===== src/design/rstg_pkg.sv =====
// ----------------------------------------------------------------------------
// rstg_pkg: shared definitions for the ramped sine tone generator
// Field widths, register indexes, reset values and the command and status
// structs that join the controller and the datapath.
// ----------------------------------------------------------------------------
package rstg_pkg;

	// Field widths fixed by the register map and the sample format.
	localparam int COEF_W     = 32;
	localparam int VAL_W      = 32;
	localparam int AMP_W      = 15;
	localparam int TONE_W     = 24;
	localparam int RAMP_W     = 23;
	localparam int SAMPLE_W   = 16;
	localparam int CFG_IDX_W  = 3;
	localparam int CFG_DATA_W = 32;

	// Gain is amplitude scaled by 2^16; it never reaches 2^31.
	localparam int GAIN_SHIFT = 16;
	localparam int GAIN_W     = 32;

	// Ramp divider: quotient bits retired per cycle and the resulting cycle count.
	localparam int DIV_STEP_BITS = 4;
	localparam int DIV_CYCLES    = GAIN_W / DIV_STEP_BITS;
	localparam int DIV_CNT_W     = $clog2(DIV_CYCLES);

	// Parameter defaults.
	localparam int INDEX_BITS_DEFAULT = 24;
	localparam int FRAC_BITS_DEFAULT  = 30;

	// Register indexes on the configuration port.
	localparam logic [CFG_IDX_W-1:0] REG_OSC_COEFFICIENT = 3'd0;
	localparam logic [CFG_IDX_W-1:0] REG_SEED_OLDER      = 3'd1;
	localparam logic [CFG_IDX_W-1:0] REG_SEED_NEWER      = 3'd2;
	localparam logic [CFG_IDX_W-1:0] REG_AMPLITUDE       = 3'd3;
	localparam logic [CFG_IDX_W-1:0] REG_TONE_LENGTH     = 3'd4;
	localparam logic [CFG_IDX_W-1:0] REG_RAMP_LENGTH     = 3'd5;

	// Register reset values.
	localparam logic [AMP_W-1:0]  AMP_RESET  = 15'd32767;
	localparam logic [TONE_W-1:0] TONE_RESET = 24'd48000;

	// Saturation limits.
	localparam logic signed [VAL_W-1:0]    VAL_MAX    = 32'sh7FFF_FFFF;
	localparam logic signed [VAL_W-1:0]    VAL_MIN    = 32'sh8000_0000;
	localparam logic signed [SAMPLE_W-1:0] SAMPLE_MAX = 16'sh7FFF;
	localparam logic signed [SAMPLE_W-1:0] SAMPLE_MIN = 16'sh8000;

	// Commands from the controller to the datapath.
	typedef struct packed {
		logic accept;    // capture the input word, reload seeds on restart
		logic prep;      // evaluate index tests, start the resonator multiply
		logic reso;      // finish the resonator, set up the gain
		logic div_step;  // retire DIV_STEP_BITS quotient bits
		logic scale;     // multiply the sine value by the gain
		logic load_out;  // round and load the result register
	} rstg_cmd_t;

	// Status from the datapath to the controller.
	typedef struct packed {
		logic active;    // this word produces a tone sample
		logic use_div;   // the gain comes from the ramp divider
	} rstg_status_t;

endpackage


===== src/design/rstg_ctrl.sv =====
// ----------------------------------------------------------------------------
// rstg_ctrl: sequencing controller
// Walks each accepted word through prepare, resonator, optional ramp divide,
// optional scale and output load, and owns the output valid flag.
// ----------------------------------------------------------------------------
module rstg_ctrl
	import rstg_pkg::*;
(
	input  logic         clk,
	input  logic         arst_n,
	input  logic         in_valid,
	output logic         in_ready,
	output logic         out_valid,
	input  logic         out_ready,
	input  rstg_status_t status,
	output rstg_cmd_t    cmd
);

	typedef enum logic [2:0] {
		S_IDLE,
		S_PREP,
		S_RESO,
		S_DIV,
		S_SCALE,
		S_OUT
	} state_t;

	state_t               state_q;
	logic [DIV_CNT_W-1:0] div_cnt_q;
	logic                 out_valid_q;
	logic                 out_free;

	assign in_ready  = (state_q == S_IDLE);
	assign out_valid = out_valid_q;
	assign out_free  = !out_valid_q || out_ready;

	always_comb begin
		cmd          = '0;
		cmd.accept   = in_valid && (state_q == S_IDLE);
		cmd.prep     = (state_q == S_PREP);
		cmd.reso     = (state_q == S_RESO);
		cmd.div_step = (state_q == S_DIV);
		cmd.scale    = (state_q == S_SCALE);
		cmd.load_out = (state_q == S_OUT) && out_free;
	end

	always_ff @(posedge clk or negedge arst_n) begin
		if (!arst_n) begin
			state_q     <= S_IDLE;
			div_cnt_q   <= '0;
			out_valid_q <= 1'b0;
		end else begin
			if (cmd.load_out) begin
				out_valid_q <= 1'b1;
			end else if (out_ready) begin
				out_valid_q <= 1'b0;
			end
			unique case (state_q)
				S_IDLE: begin
					if (in_valid) begin
						state_q <= S_PREP;
					end
				end
				S_PREP: begin
					state_q <= S_RESO;
				end
				S_RESO: begin
					div_cnt_q <= '0;
					priority if (!status.active) begin
						state_q <= S_OUT;
					end else if (status.use_div) begin
						state_q <= S_DIV;
					end else begin
						state_q <= S_SCALE;
					end
				end
				S_DIV: begin
					div_cnt_q <= div_cnt_q + DIV_CNT_W'(1);
					if (div_cnt_q == DIV_CNT_W'(DIV_CYCLES - 1)) begin
						state_q <= S_SCALE;
					end
				end
				S_SCALE: begin
					state_q <= S_OUT;
				end
				S_OUT: begin
					if (out_free) begin
						state_q <= S_IDLE;
					end
				end
				default: begin
					state_q <= S_IDLE;
				end
			endcase
		end
	end

endmodule


===== config.mk =====
export PLATFORM = sky130hd
export DESIGN_NAME = rstg_ctrl
export DESIGN_NICKNAME = d
export VERILOG_FILES = /design/src/design/rstg_pkg.sv /design/src/design/rstg_ctrl.sv
export SDC_FILE = /design/constraint.sdc
export NUM_CORES = 1
export LEC_CHECK = 0
export BUFFER_PORTS_ARGS = -buffer_cell sky130_fd_sc_hd__buf_2
export CORE_AREA = 8 8 45 47
export CTS_CLUSTER_DIAMETER = 30
export DETAILED_ROUTE_END_ITERATION = 7
export DIE_AREA = 0 0 53 55
export GPL_ROUTABILITY_DRIVEN = 0
export GPL_TIMING_DRIVEN = 1
export PLACE_DENSITY = 0.53
export SETUP_SLACK_MARGIN = 0.2
export SYNTH_ARGS = -nofsm -noshare
export SYNTH_HDL_FRONTEND = slang
export SYNTH_SLANG_ARGS = --single-unit
export TNS_END_PERCENT = 50

===== constraint.sdc =====
create_clock -name clk -period 2.2 [get_ports clk]
set_clock_uncertainty 0.2 [all_clocks]
set_input_delay 0.22 -clock clk [delete_from_list [all_inputs] [get_ports clk]]
set_output_delay 0.22 -clock clk [all_outputs]
set_load 0.02 [all_outputs]

==> results.toml <==
[grt]
grt_max_degree = 15
first_global_vias = 369
grt_pass1_wl_um = 1610
antenna_found_initial = 0
gr-total-overflow = 0
grt_usage = 0.0774

[route]
drt-total-wl_um = 933
wl_per_cell_um = 12.3
vias = 358
viasPerCell = 4.71
first_pass_iters = 4
drc_errors = 0
drt_iter0_markers = 9
antenna_left = 0

[worst_setup_path]
cpMaxStageDelayCell = "dfrtp_1"
regToRegSetupSlack_ps = 750
reg2regPathDepth = 4
crit_chain = "and2b_2, nand2_1, nor2_1, buf_2"
path_max_fanout = 9
cp_data_required_time_ps = 1780
critPathMaxStageDelay_ps = 490
reg2reg_to = "state_q[2]$_DFFE_PN0P_"
critPathKind = "register to output pin"
worstPathArrival_ps = 1390
end_kind = "output pin"
cp-start-kind = "register"
reg2reg_from = "div_cnt_q[0]$_DFFE_PN0P_"

[floorplanning]
die_w_um = 53
die-area_mm2 = 0.00292
die_height_um = 55
pin_count = 14
start_util = 0.307
rows = 14
core-area_mm2 = 0.00138

[timing]
min_period_ps = 1810
worstMarginPinSlew_ps = 397
setup-tns-final_ps = 0
post-route-period-util = 0.821
report.final.slew_viol_count = 0
hold_viol = 0
maxSlewHeadroom = 0.735
rsz0062_at_grt = "false"
fmax_mhz = 554
finalSetupViolations = 0

[power]
switching_share = 0.449
intPower_uw = 448
vdd_drop_max_v = 0.000643
powerDensity_mw_per_mm2 = 1530
power.share.combinational = 0.496
power.net_switching_uw = 364
leakage_nw = 0.277
seqPwrFrac = 0.359
pwr-share-clk = 0.145

[finish]
multi_input_area_um2 = 233
final_nets = 69
fill_cells = 144
final-seq-area_um2 = 175
diodes = 0
layout-drive-gt1-share = 0.350
syn2layout_area_growth_pct = 24.8
design_area_um2 = 529

[min_path]
hp-class = "primary input to register"
hold_path_end = "out_valid$_DFFE_PN0P_"
min_from = "out_ready"
min_path_cells = 3

[status]
outcome = "completed"

[cts]
worst_skew_pair.late_latency_ps = 260
cts_tree = "done"
cts_buffer_depth = 2
cts_root_buf = "clkbuf_4"
holdBufCountCts = 1
cts_setup_buffers = 0
clkSinkCount = 7
numCtsBuffers = 3
clk_pin_slew_ps = 50
cts_htree_levels = 1
post_cts_resized = 0

[placement]
dpl.hpwl_um = 735
port_buffers = 13
placed_cell_area_um2 = 493

[yosys]
yosysTopAreaCell = "dfrtp_1"
async_flop_share = 1.00
syn_inst = 44
synth_ff_type = "dfrtp_1"
yosys-top-cells-count = "dfrtp_1, nand2_1, nor2_1"
ys_seq_area_frac = 0.413
avgSynthCellArea_um2 = 9.64
ys_warn_count = 0
synth_area_leaders = "dfrtp_1, nand2_1, ha_1"
synth_enable_flop_cells = 0
synth_cell_types = 25
syn_area_um2 = 424
synth.top_cell.area_share = 0.413
synth_fp_nets = 52
ys_seq_elements = 7

[flow_run]
cap_violations = 0
==> critical path: cells and delay by family, from the launching register on <==
family | cells | cell delay [ps]
simple gates | 3 | 460
buf+inv | 1 | 170
flops | 1 | 490
==> worst max-delay path by stage <==
stage	to	slack, ps	cells after the start	start
after global routing	cmd[5]	320	3	state_q[0]$_DFFE_PN0P_
after CTS	cmd[0]	370	4	state_q[1]$_DFFE_PN0P_
after global placement	cmd[0]	680	4	state_q[1]$_DFFE_PN0P_
final	cmd[0]	390	4	state_q[1]$_DFFE_PN0P_
after detailed placement	cmd[0]	660	4	state_q[1]$_DFFE_PN0P_
after floorplan	cmd[5]	440	3	state_q[1]$_DFFE_PN0P_
==> cell usage in the layout, fill, tap and decap left out, drive strengths merged, types with 2 or more instances in the layout <==
master and n:
and2 2, dfrtp 7, buf 13, ha 2, nor2 4, nand2b 3, nor2b 3, nand2 7
clkbuf 4, nand3 2
==> sequential cells by signal, indices dropped and copies added (netlist names) <==
name and flops:
div_cnt_q 3, state_q 3, out_valid 1
==> cell type report <==
type                            instances  share of cell area
Multi-Input combinational cell         35               0.440
Sequential cell                         7               0.331
Timing Repair Buffer                   14               0.142
Clock buffer                            4              0.0496
Tap cell                               16              0.0378
==> power by group through the flow <==
| stage | Combinational [mW] | Clock, mW | Sequential [mW] |
|---|---|---|---|
| after detailed placement | 0.411 | 0 | 0.294 |
| after global placement | 0.411 | 0 | 0.290 |
| after floorplan | 0.361 | 0 | 0.243 |
| after global routing | 0.452 | 0.129 | 0.308 |
| after CTS | 0.413 | 0.122 | 0.292 |
| final | 0.403 | 0.118 | 0.291 |
==> layer usage <==
layer | track usage | wire length, µm | vias up
li1 | - | - | 189
met1 | 0.0770 | 404 | 160
met2 | 0.129 | 471 | 9
met3 | 0.0428 | 56 | 0
met4 | 0.0388 | 0 | 0
met5 | 0 | 0 | -
==> stage by stage <==
stage | std cells | hold WS [ps] | setup slack (ps) | power, mW | util
2_1_floorplan | 44 | -276 | 438 | 0.604 | -
3_3_place_gp | 71 | -135 | 681 | 0.701 | 0.356
3_5_place_dp | 71 | -138 | 659 | 0.704 | 0.356
4_1_cts | 76 | 63.2 | 373 | 0.827 | 0.382
5_1_grt | 76 | 78.4 | 319 | 0.889 | 0.382
6_report | 76 | 64.5 | 394 | 0.812 | 0.382
==> cells by family (layout without fill, tap and decap cells) <==
family,after synthesis,count (layout),synth area share
adders and majority gates,2,2,0.0590
muxes,1,1,0.0265
DFF,7,7,0.413
and+or+nand+nor,24,24,0.330
buffers and inverters,2,18,0.0383
AOI/OAI and AO/OA,8,8,0.133
No activity file was read; power rests on OpenSTA's default activity.
